$ cat src/hw/rtl/c2s_pkg.sv
// Package: widths, CORDIC arctangent table and gain constant for the spherical converter.
package c2s_pkg;
    localparam int COORD_WIDTH_DEF   = 16;
    localparam int CORDIC_STAGES_DEF = 16;
    localparam int GUARD_BITS        = 6;
    localparam int ACC_W             = 34;
    localparam logic [23:0] KINV_Q24 = 24'd10188014;
    localparam logic signed [ACC_W-1:0] HALF_PI_ACC = 34'sd1073741824;

    function automatic logic signed [ACC_W-1:0] atan_entry(input int i);
        logic [31:0] v;
        begin
            case (i)
                0: v = 32'h20000000;  1: v = 32'h12E4051E;  2: v = 32'h09FB385B;
                3: v = 32'h051111D4;  4: v = 32'h028B0D43;  5: v = 32'h0145D7E1;
                6: v = 32'h00A2F61E;  7: v = 32'h00517C55;  8: v = 32'h0028BE53;
                9: v = 32'h00145F2F; 10: v = 32'h000A2F98; 11: v = 32'h000517CC;
                12: v = 32'h00028BE6; 13: v = 32'h000145F3; 14: v = 32'h0000A2FA;
                15: v = 32'h0000517D; 16: v = 32'h000028BE; 17: v = 32'h0000145F;
                18: v = 32'h00000A30; 19: v = 32'h00000518; 20: v = 32'h0000028C;
                21: v = 32'h00000146; 22: v = 32'h000000A3; 23: v = 32'h00000051;
                24: v = 32'h00000029; 25: v = 32'h00000014; 26: v = 32'h0000000A;
                27: v = 32'h00000005; 28: v = 32'h00000003; 29: v = 32'h00000001;
                30: v = 32'h00000001;
                default: v = 32'h00000000;
            endcase
            atan_entry = {2'b00, v};
        end
    endfunction
endpackage

$ cat src/hw/rtl/c2s_cordic_stage.sv
// One registered CORDIC vectoring micro-rotation with a sideband payload.
module c2s_cordic_stage import c2s_pkg::*; #(
    parameter int XW    = 24,
    parameter int SHIFT = 0,
    parameter int SBW   = 8
) (
    input  logic                    i_clk,
    input  logic                    i_rst_n,
    input  logic                    i_en,
    input  logic                    i_valid,
    input  logic signed [XW-1:0]    i_x,
    input  logic signed [XW-1:0]    i_y,
    input  logic signed [ACC_W-1:0] i_ang,
    input  logic [SBW-1:0]          i_sb,
    output logic                    o_valid,
    output logic signed [XW-1:0]    o_x,
    output logic signed [XW-1:0]    o_y,
    output logic signed [ACC_W-1:0] o_ang,
    output logic [SBW-1:0]          o_sb
);
    logic signed [XW-1:0] dx, dy;
    logic signed [XW-1:0] n_x, n_y;
    logic signed [ACC_W-1:0] n_ang;
    localparam logic signed [ACC_W-1:0] ATAN = atan_entry(SHIFT);

    always_comb begin
        dx = i_y >>> SHIFT;
        dy = i_x >>> SHIFT;
        if (!i_y[XW-1]) begin
            n_x = i_x + dx; n_y = i_y - dy; n_ang = i_ang + ATAN;
        end else begin
            n_x = i_x - dx; n_y = i_y + dy; n_ang = i_ang - ATAN;
        end
    end

    always_ff @(posedge i_clk) begin
        if (!i_rst_n) begin
            o_valid <= 1'b0;
        end else if (i_en) begin
            o_valid <= i_valid;
        end
        if (i_en) begin
            o_x <= n_x; o_y <= n_y; o_ang <= n_ang; o_sb <= i_sb;
        end
    end
endmodule

$ cat src/hw/rtl/c2s_vectoring.sv
// Chain of CORDIC stages forming one vectoring pass.
module c2s_vectoring import c2s_pkg::*; #(
    parameter int XW     = 24,
    parameter int STAGES = 16,
    parameter int SBW    = 8
) (
    input  logic                    i_clk,
    input  logic                    i_rst_n,
    input  logic                    i_en,
    input  logic                    i_valid,
    input  logic signed [XW-1:0]    i_x,
    input  logic signed [XW-1:0]    i_y,
    input  logic signed [ACC_W-1:0] i_ang,
    input  logic [SBW-1:0]          i_sb,
    output logic                    o_valid,
    output logic signed [XW-1:0]    o_x,
    output logic signed [ACC_W-1:0] o_ang,
    output logic [SBW-1:0]          o_sb
);
    logic                    v [STAGES+1];
    logic signed [XW-1:0]    x [STAGES+1];
    logic signed [XW-1:0]    y [STAGES+1];
    logic signed [ACC_W-1:0] a [STAGES+1];
    logic [SBW-1:0]          s [STAGES+1];

    assign v[0] = i_valid; assign x[0] = i_x; assign y[0] = i_y;
    assign a[0] = i_ang;   assign s[0] = i_sb;

    for (genvar g = 0; g < STAGES; g++) begin : g_stage
        c2s_cordic_stage #(.XW(XW), .SHIFT(g), .SBW(SBW)) u_stage (
            .i_clk(i_clk), .i_rst_n(i_rst_n), .i_en(i_en),
            .i_valid(v[g]), .i_x(x[g]), .i_y(y[g]), .i_ang(a[g]), .i_sb(s[g]),
            .o_valid(v[g+1]), .o_x(x[g+1]), .o_y(y[g+1]), .o_ang(a[g+1]),
            .o_sb(s[g+1])
        );
    end

    assign o_valid = v[STAGES];
    assign o_x     = x[STAGES];
    assign o_ang   = a[STAGES];
    assign o_sb    = s[STAGES];
endmodule

$ cat config.mk
export PLATFORM = sky130hd
export DESIGN_NAME = c2s_vectoring
export DESIGN_NICKNAME = d
export VERILOG_FILES = /design/src/hw/rtl/c2s_pkg.sv /design/src/hw/rtl/c2s_cordic_stage.sv /design/src/hw/rtl/c2s_vectoring.sv
export SDC_FILE = /design/constraint.sdc
export NUM_CORES = 2
export LEC_CHECK = 0
export ABC_AREA = 0
export BUFFER_PORTS_ARGS = -buffer_cell sky130_fd_sc_hd__buf_4
export CAP_MARGIN = 20
export CORE_ASPECT_RATIO = 0.5
export CORE_MARGIN = 2
export CORE_UTILIZATION = 45
export DETAILED_ROUTE_END_ITERATION = 16
export HOLD_SLACK_MARGIN = 0.1
export SYNTH_ARGS = -nofsm -noshare
export SYNTH_HDL_FRONTEND = slang
export SYNTH_SLANG_ARGS = --single-unit
$ cat constraint.sdc
create_clock -name i_clk -period 8.6 [get_ports i_clk]
set_input_delay 1.29 -clock i_clk [delete_from_list [all_inputs] [get_ports i_clk]]
set_output_delay 1.29 -clock i_clk [all_outputs]
set_load 0.01 [all_outputs]
# ---- Word level (Yosys, flattened, before mapping)
# Cells that the tools add are included.
dict set report totals {
  register_bits 1432
  wordCells 219
}
dict set report op_classes {
  n_addsub 93
  muxes 47
}
# operator n
set op_table {}
lappend op_table {{24-bit two-way mux} 31}
lappend op_table {{34-bit two-way mux} 16}
lappend op_table {{24-bit by 10-bit adder with 24-bit output} 2}
lappend op_table {{24-bit by 11-bit adder with 24-bit output} 2}
lappend op_table {{24-bit by 12-bit adder with 24-bit output} 2}
lappend op_table {{24-bit by 13-bit adder with 24-bit output} 2}
lappend op_table {{24-bit by 14-bit adder with 24-bit output} 2}
lappend op_table {{24-bit by 15-bit adder with 24-bit output} 2}
lappend op_table {{24-bit by 16-bit adder with 24-bit output} 2}
lappend op_table {{24-bit by 17-bit adder with 24-bit output} 2}
lappend op_table {{24-bit by 18-bit adder with 24-bit output} 2}
lappend op_table {{24-bit by 19-bit adder with 24-bit output} 2}
lappend op_table {{24-bit by 20-bit adder with 24-bit output} 2}
lappend op_table {{24-bit by 21-bit adder with 24-bit output} 2}
lappend op_table {{24-bit by 22-bit adder with 24-bit output} 2}
lappend op_table {{24-bit by 23-bit adder with 24-bit output} 2}
lappend op_table {{24-bit by 10-bit subtractor with 24-bit output} 2}
lappend op_table {{24-bit by 11-bit subtractor with 24-bit output} 2}
lappend op_table {{24-bit by 12-bit subtractor with 24-bit output} 2}
lappend op_table {{24-bit by 13-bit subtractor with 24-bit output} 2}
lappend op_table {{24-bit by 14-bit subtractor with 24-bit output} 2}
lappend op_table {{24-bit by 15-bit subtractor with 24-bit output} 2}
lappend op_table {{24-bit by 16-bit subtractor with 24-bit output} 2}
lappend op_table {{24-bit by 17-bit subtractor with 24-bit output} 2}
lappend op_table {{other kinds (42)} 49}

# ---- Longest topological paths before layout
dict set report depth {
  word_depth 2
  ltp_mapped 19
  depth_no_buf 19
}

# ---- Cells and area by module
# A second synthesis with hierarchy kept.
dict set report unflattened {
  cells_unflattened 12378
  area_unflattened_um2 119903.7
}
# module seq_area_each_um2 area_each_um2 n_inst cells_per_inst
set by_module_without_submodules {}
lappend by_module_without_submodules {{c2s_cordic_stage at g_stage[7].u_stage} 2722.6 7987.7 1 862}
lappend by_module_without_submodules {{c2s_cordic_stage at g_stage[6].u_stage} 2722.6 7878.8 1 832}
lappend by_module_without_submodules {{c2s_cordic_stage at g_stage[3].u_stage} 2722.6 7828.8 1 813}
lappend by_module_without_submodules {{c2s_cordic_stage at g_stage[2].u_stage} 2722.6 7746.2 1 808}
lappend by_module_without_submodules {{c2s_cordic_stage at g_stage[4].u_stage} 2722.6 7673.6 1 804}
lappend by_module_without_submodules {{c2s_cordic_stage at g_stage[1].u_stage} 2722.6 7607.3 1 778}
lappend by_module_without_submodules {{c2s_cordic_stage at g_stage[9].u_stage} 2722.6 7603.5 1 781}
lappend by_module_without_submodules {{c2s_cordic_stage at g_stage[11].u_stage} 2722.6 7574.8 1 779}
lappend by_module_without_submodules {{c2s_cordic_stage at g_stage[8].u_stage} 2722.6 7538.5 1 783}
lappend by_module_without_submodules {{c2s_cordic_stage at g_stage[5].u_stage} 2722.6 7398.3 1 747}
lappend by_module_without_submodules {{c2s_cordic_stage at g_stage[13].u_stage} 2722.6 7375.8 1 741}
lappend by_module_without_submodules {{c2s_cordic_stage at g_stage[10].u_stage} 2722.6 7302.0 1 743}
lappend by_module_without_submodules {{c2s_cordic_stage at g_stage[14].u_stage} 2722.6 7279.5 1 752}
lappend by_module_without_submodules {{c2s_cordic_stage at g_stage[15].u_stage} 2722.6 7258.2 1 744}
lappend by_module_without_submodules {{+2 rows} n/a n/a n/a n/a}

# ---- Worst setup path before layout
# Ideal clock, no wire load.
dict set report synth_path {
  path_kind {register to register}
  startpoint {reg g_stage[14].u_stage.o_y[23]}
  endpoint {reg g_stage[15].u_stage.o_x[22], data pin}
  path_slack_ps 4245
  path_buffers 2
  path_stages_with_launch 15
  t_arrival_ps 4100
  synth_period_minus_slack_ps 4355
  cell_sequence {edfxtp_1 -> clkbuf_1 -> clkbuf_1 -> mux2i_1 -> fa_1 -> a21o_1 -> a221oi_2 -> o21bai_1 -> a21oi_1 -> o21ai_1 -> a211o_1 -> a31oi_2 -> o31ai_1 -> or4_1 -> and3_1}
}
dict set report synth_between {
  elab_chain_cells 2
  word_cells_on_any_way 3
  classes_between {add/sub (2); mux (1)}
}
# item line
set synth_lines {}
lappend synth_lines {{start: declaration} c2s_cordic_stage.sv:17} ;# output logic signed [XW-1:0] o_y,
lappend synth_lines {{start signal: assignment} c2s_cordic_stage.sv:43} ;# o_x <= n_x; o_y <= n_y; o_ang <= n_ang; o_sb <= i_sb;
lappend synth_lines {{24-bit by 9-bit adder with 24-bit output or 24-bit by 9-bit subtractor with 24-bit output (tied branches)} {c2s_cordic_stage.sv:30, c2s_cordic_stage.sv:32}}
lappend synth_lines {{24-bit two-way mux *} c2s_cordic_stage.sv:29} ;# if (!i_y[XW-1]) begin
lappend synth_lines {{via g_stage[15].u_stage.n_x[22]} c2s_cordic_stage.sv:22} ;# logic signed [XW-1:0] n_x, n_y;
lappend synth_lines {{end signal: assignment} c2s_cordic_stage.sv:43}
lappend synth_lines {{end: declaration} c2s_cordic_stage.sv:16} ;# output logic signed [XW-1:0] o_x,
# Mark *: on every way through the listed nets, which the timed path passes. The rest lies on a longest branch.
# A chain may end at the register's enable or synchronous reset.

# ---- Worst setup path after layout
dict set report layout_path {
  startpoint {reg g_stage[6].u_stage.o_y[7]}
  endpoint {reg g_stage[7].u_stage.o_x[23], data pin}
}
dict set report layout_between {
  elab_chain_cells 2
  word_cells_on_any_way 3
  classes_between {add/sub (2); mux (1)}
}
# item line
set layout_lines {}
lappend layout_lines {{start: declaration} c2s_cordic_stage.sv:17}
lappend layout_lines {{start signal: assignment} c2s_cordic_stage.sv:43}
lappend layout_lines {{24-bit by 17-bit adder with 24-bit output or 24-bit by 17-bit subtractor with 24-bit output (tied branches)} {c2s_cordic_stage.sv:30, c2s_cordic_stage.sv:32}}
lappend layout_lines {{24-bit two-way mux *} c2s_cordic_stage.sv:29}
lappend layout_lines {{via g_stage[7].u_stage.n_x[23]} c2s_cordic_stage.sv:22}
lappend layout_lines {{end signal: assignment} c2s_cordic_stage.sv:43}
lappend layout_lines {{end: declaration} c2s_cordic_stage.sv:16}
# Marks and branches as above.

==> metrics.txt <==
post_cts resized=0; fmax=202 MHz; Layout area overhead=8.51%; max incr delay on CP=0.92 ns; TritonCTS clock tree=yes; layout cell share with drive strength beyond 1=0.0459; RSZ-0062 raised after global routing=false; fill count=22623; Iter 0 DRT Violations=4524; post-synthesis cell count=11218; vias in the first global route=77007; CTS Buf Count=158; post-CTS setup buffer count=0; DIE WIDTH=707 um; Clock Skew=0.0493 ns; Final ANT Viol Nets=0; crit path capture type=flop; vias=79899; Netlist Area Pre-Place=111000 um2; Critical Path Slowest Stage Cell=nor4b_1; max-cap viol count=0; Worst slew margin=0.276; syn_area_per_cell=9.91 um2; Post-synth EDFFs=1400; RR Endpoint=g_stage[7].u_stage.o_x[23]; Yosys reg bits=1416; first-pass GRT wire length=383 mm; Critical Path AT=5.52 ns; port buffer count=160; Core Region=245000 um2; DRC Markers=0; r2r setup slk=3.65 ns; GRT Total Usage=0.180; Congestion Overflow GR=0; Placed Instance Area=116000 um2; Sink Count=1416; Hold Crit Start=g_stage[3].u_stage.o_sb[2]; R2R Path Start=g_stage[6].u_stage.o_y[7]; Synth Net Count=12697; Place WS=3.70 ns; Slew Limit Fails=0; Via density=5.42; Fin Setup TNS=0 ns; Reg2Reg Depth=15; status=completed; Hold Vio Cnt, Final=0; starting density of the core=0.455; antenna fix cells=0; final setup margin=3.65 ns; Worst Tran Pin Value=1.07 ns; sequential area share after synthesis=0.381; Syn. warnings=0; worst-path cell chain=nor3_1, nor4b_1, nor2_1, xnor2_1, ha_1, a21oi_1, nand2_1, a21oi_1, nor2b_1, o21ai_1, a2111oi_0, nor4b_1, o41ai_2, mux2i_1, nor2_1; drt total wl=235 mm; number of library cell types mapped by synthesis=91; WHS Endpoint=g_stage[4].u_stage.o_sb[2]; crit start category=flop; critical-path maximum fanout=7; die area=251000 um2; worst hold stages=0; final instance area=121000 um2; placement row count=128; Hold Path Class=flop to flop; clock-pin slew on the worst setup and hold paths=0.07 ns; Hold-fix buffers, CTS=0; H-Tree Depth=4; Final Setup Violations=0; CP Class=flop to flop; initial antenna violation count=0; HPWL Detailed=182 mm; final RePlAce weighted congestion=0.911; worst-case clock buffer depth=4; 1st-pass router iterations=6; post-route minimum period=4.95 ns; Data required, critical path=9.17 ns; asr flop ratio synth=0; worst skew pair latency=0.83 ns; Root Buffer=clkbuf_16; I/O pin total=161; Final #Nets=12858; die height=356 um; final cycle utilization of the critical path=0.575; Primary FF master, synth=edfxtp_1; largest net degree at the start of global routing=167; mean routed wirelength per cell=15.9 um
## cell usage in the layout, fill, tap and decap left out, drive strengths merged, types with 88 or more instances in the layout
| cell | n |
|---|---|
| nand2b | 179 |
| buf | 208 |
| clkbuf | 195 |
| nand3 | 203 |
| a21oi | 1184 |
| xor2 | 494 |
| o21a | 143 |
| and3 | 123 |
| a31oi | 121 |
| inv | 482 |
| nor2 | 913 |
| nor4 | 88 |
| o21ai | 513 |
| or3 | 94 |
| o21bai | 169 |
| nor3 | 274 |
| edfxtp | 1400 |
| ha | 1338 |
| a21o | 483 |
| xnor2 | 977 |
| nor2b | 184 |
| nand2 | 605 |
## state kept, by name, indices dropped and copies added (netlist names)
register / flops
g_stage.u_stage.o_ang: 544
g_stage.u_stage.o_x: 383
g_stage.u_stage.o_y: 345
g_stage.u_stage.o_sb: 128
g_stage.u_stage.o_valid: 16
## Yosys cell counts, drive strengths merged (94+ instances only)
cell type  number  area, um2
inv           478       1790
a31oi         121        769
nor2b         184       1150
nor3          274       1380
clkbuf        149        561
nor2          913       3430
a21o          483       3630
o21bai        169       1270
nand3         203       1020
o21a          143       1070
or3            94        588
nand2         605       2270
nand2b        179       1120
xor2          494       4330
and3          123        769
xnor2         977       8560
a21oi        1184       5930
edfxtp       1400      42000
ha           1338      16700
o21ai         513       2570
## worst max-delay path: cells and delay by family, from the launching register on
family / cells / cell delay, ns
compound gates: 5 / 1.49
xor+xnor: 1 / 0.17
fa+ha+maj: 1 / 0.35
flops: 1 / 0.46
mux: 1 / 0.23
simple gates: 7 / 1.99
## per-stage QoR
stage	hold WS [ns]	util	instances
floorplan	0.400	-	11218
global placement	0.401	0.474	14469
detailed placement	0.405	0.474	14469
CTS	0.414	0.493	14743
global route	0.424	0.493	14743
finish	0.413	0.493	14743
## how the worst max path moves through the flow
stage                                      from                     endpoint  slack [ns]  cells past startpoint
CTS                   g_stage[6].u_stage.o_y[7]   g_stage[7].u_stage.o_x[23]        3.67                     15
finish                g_stage[6].u_stage.o_y[7]   g_stage[7].u_stage.o_x[23]        3.65                     15
global route         g_stage[6].u_stage.o_y[10]   g_stage[7].u_stage.o_x[23]        3.18                     16
floorplan           g_stage[14].u_stage.o_y[23]  g_stage[15].u_stage.o_x[22]        4.24                     14
global placement     g_stage[6].u_stage.o_y[10]   g_stage[7].u_stage.o_x[23]        3.67                     16
detailed placement                       i_x[0]   g_stage[0].u_stage.o_y[22]        3.70                     14
## layout make-up
cell class                      instances  area (um2)  area share
Multi-Input combinational cell       9112       66100       0.548
Sequential cell                      1416       42400       0.351
Clock buffer                          195        4110      0.0341
Tap cell                             3250        4070      0.0337
Inverter                              483        1810      0.0150
Timing Repair Buffer                  208        1620      0.0134
Clock inverter                         79         577     0.00478
## cells by family (layout without fill, tap and decap cells)
| logic type | count (synthesis) | in the layout | synth area share |
|---|---|---|---|
| flops | 1416 | 1416 | 0.381 |
| simple gates | 2960 | 2960 | 0.129 |
| compound gates | 3216 | 3216 | 0.183 |
| xor+xnor | 1471 | 1471 | 0.116 |
| fa+ha+maj | 1385 | 1385 | 0.159 |
| buf+inv | 690 | 965 | 0.0245 |
| mux | 80 | 80 | 0.00755 |
## metal layers
metal,track usage,share of wire
met1,0.233,0.47
met2,0.312,0.47
met3,0.0225,0.029
met4,0.0618,0.035
met5,0,0
Power is not shown: default switching activity piles up to over one toggle a cycle in this logic, so the estimate is an artifact.
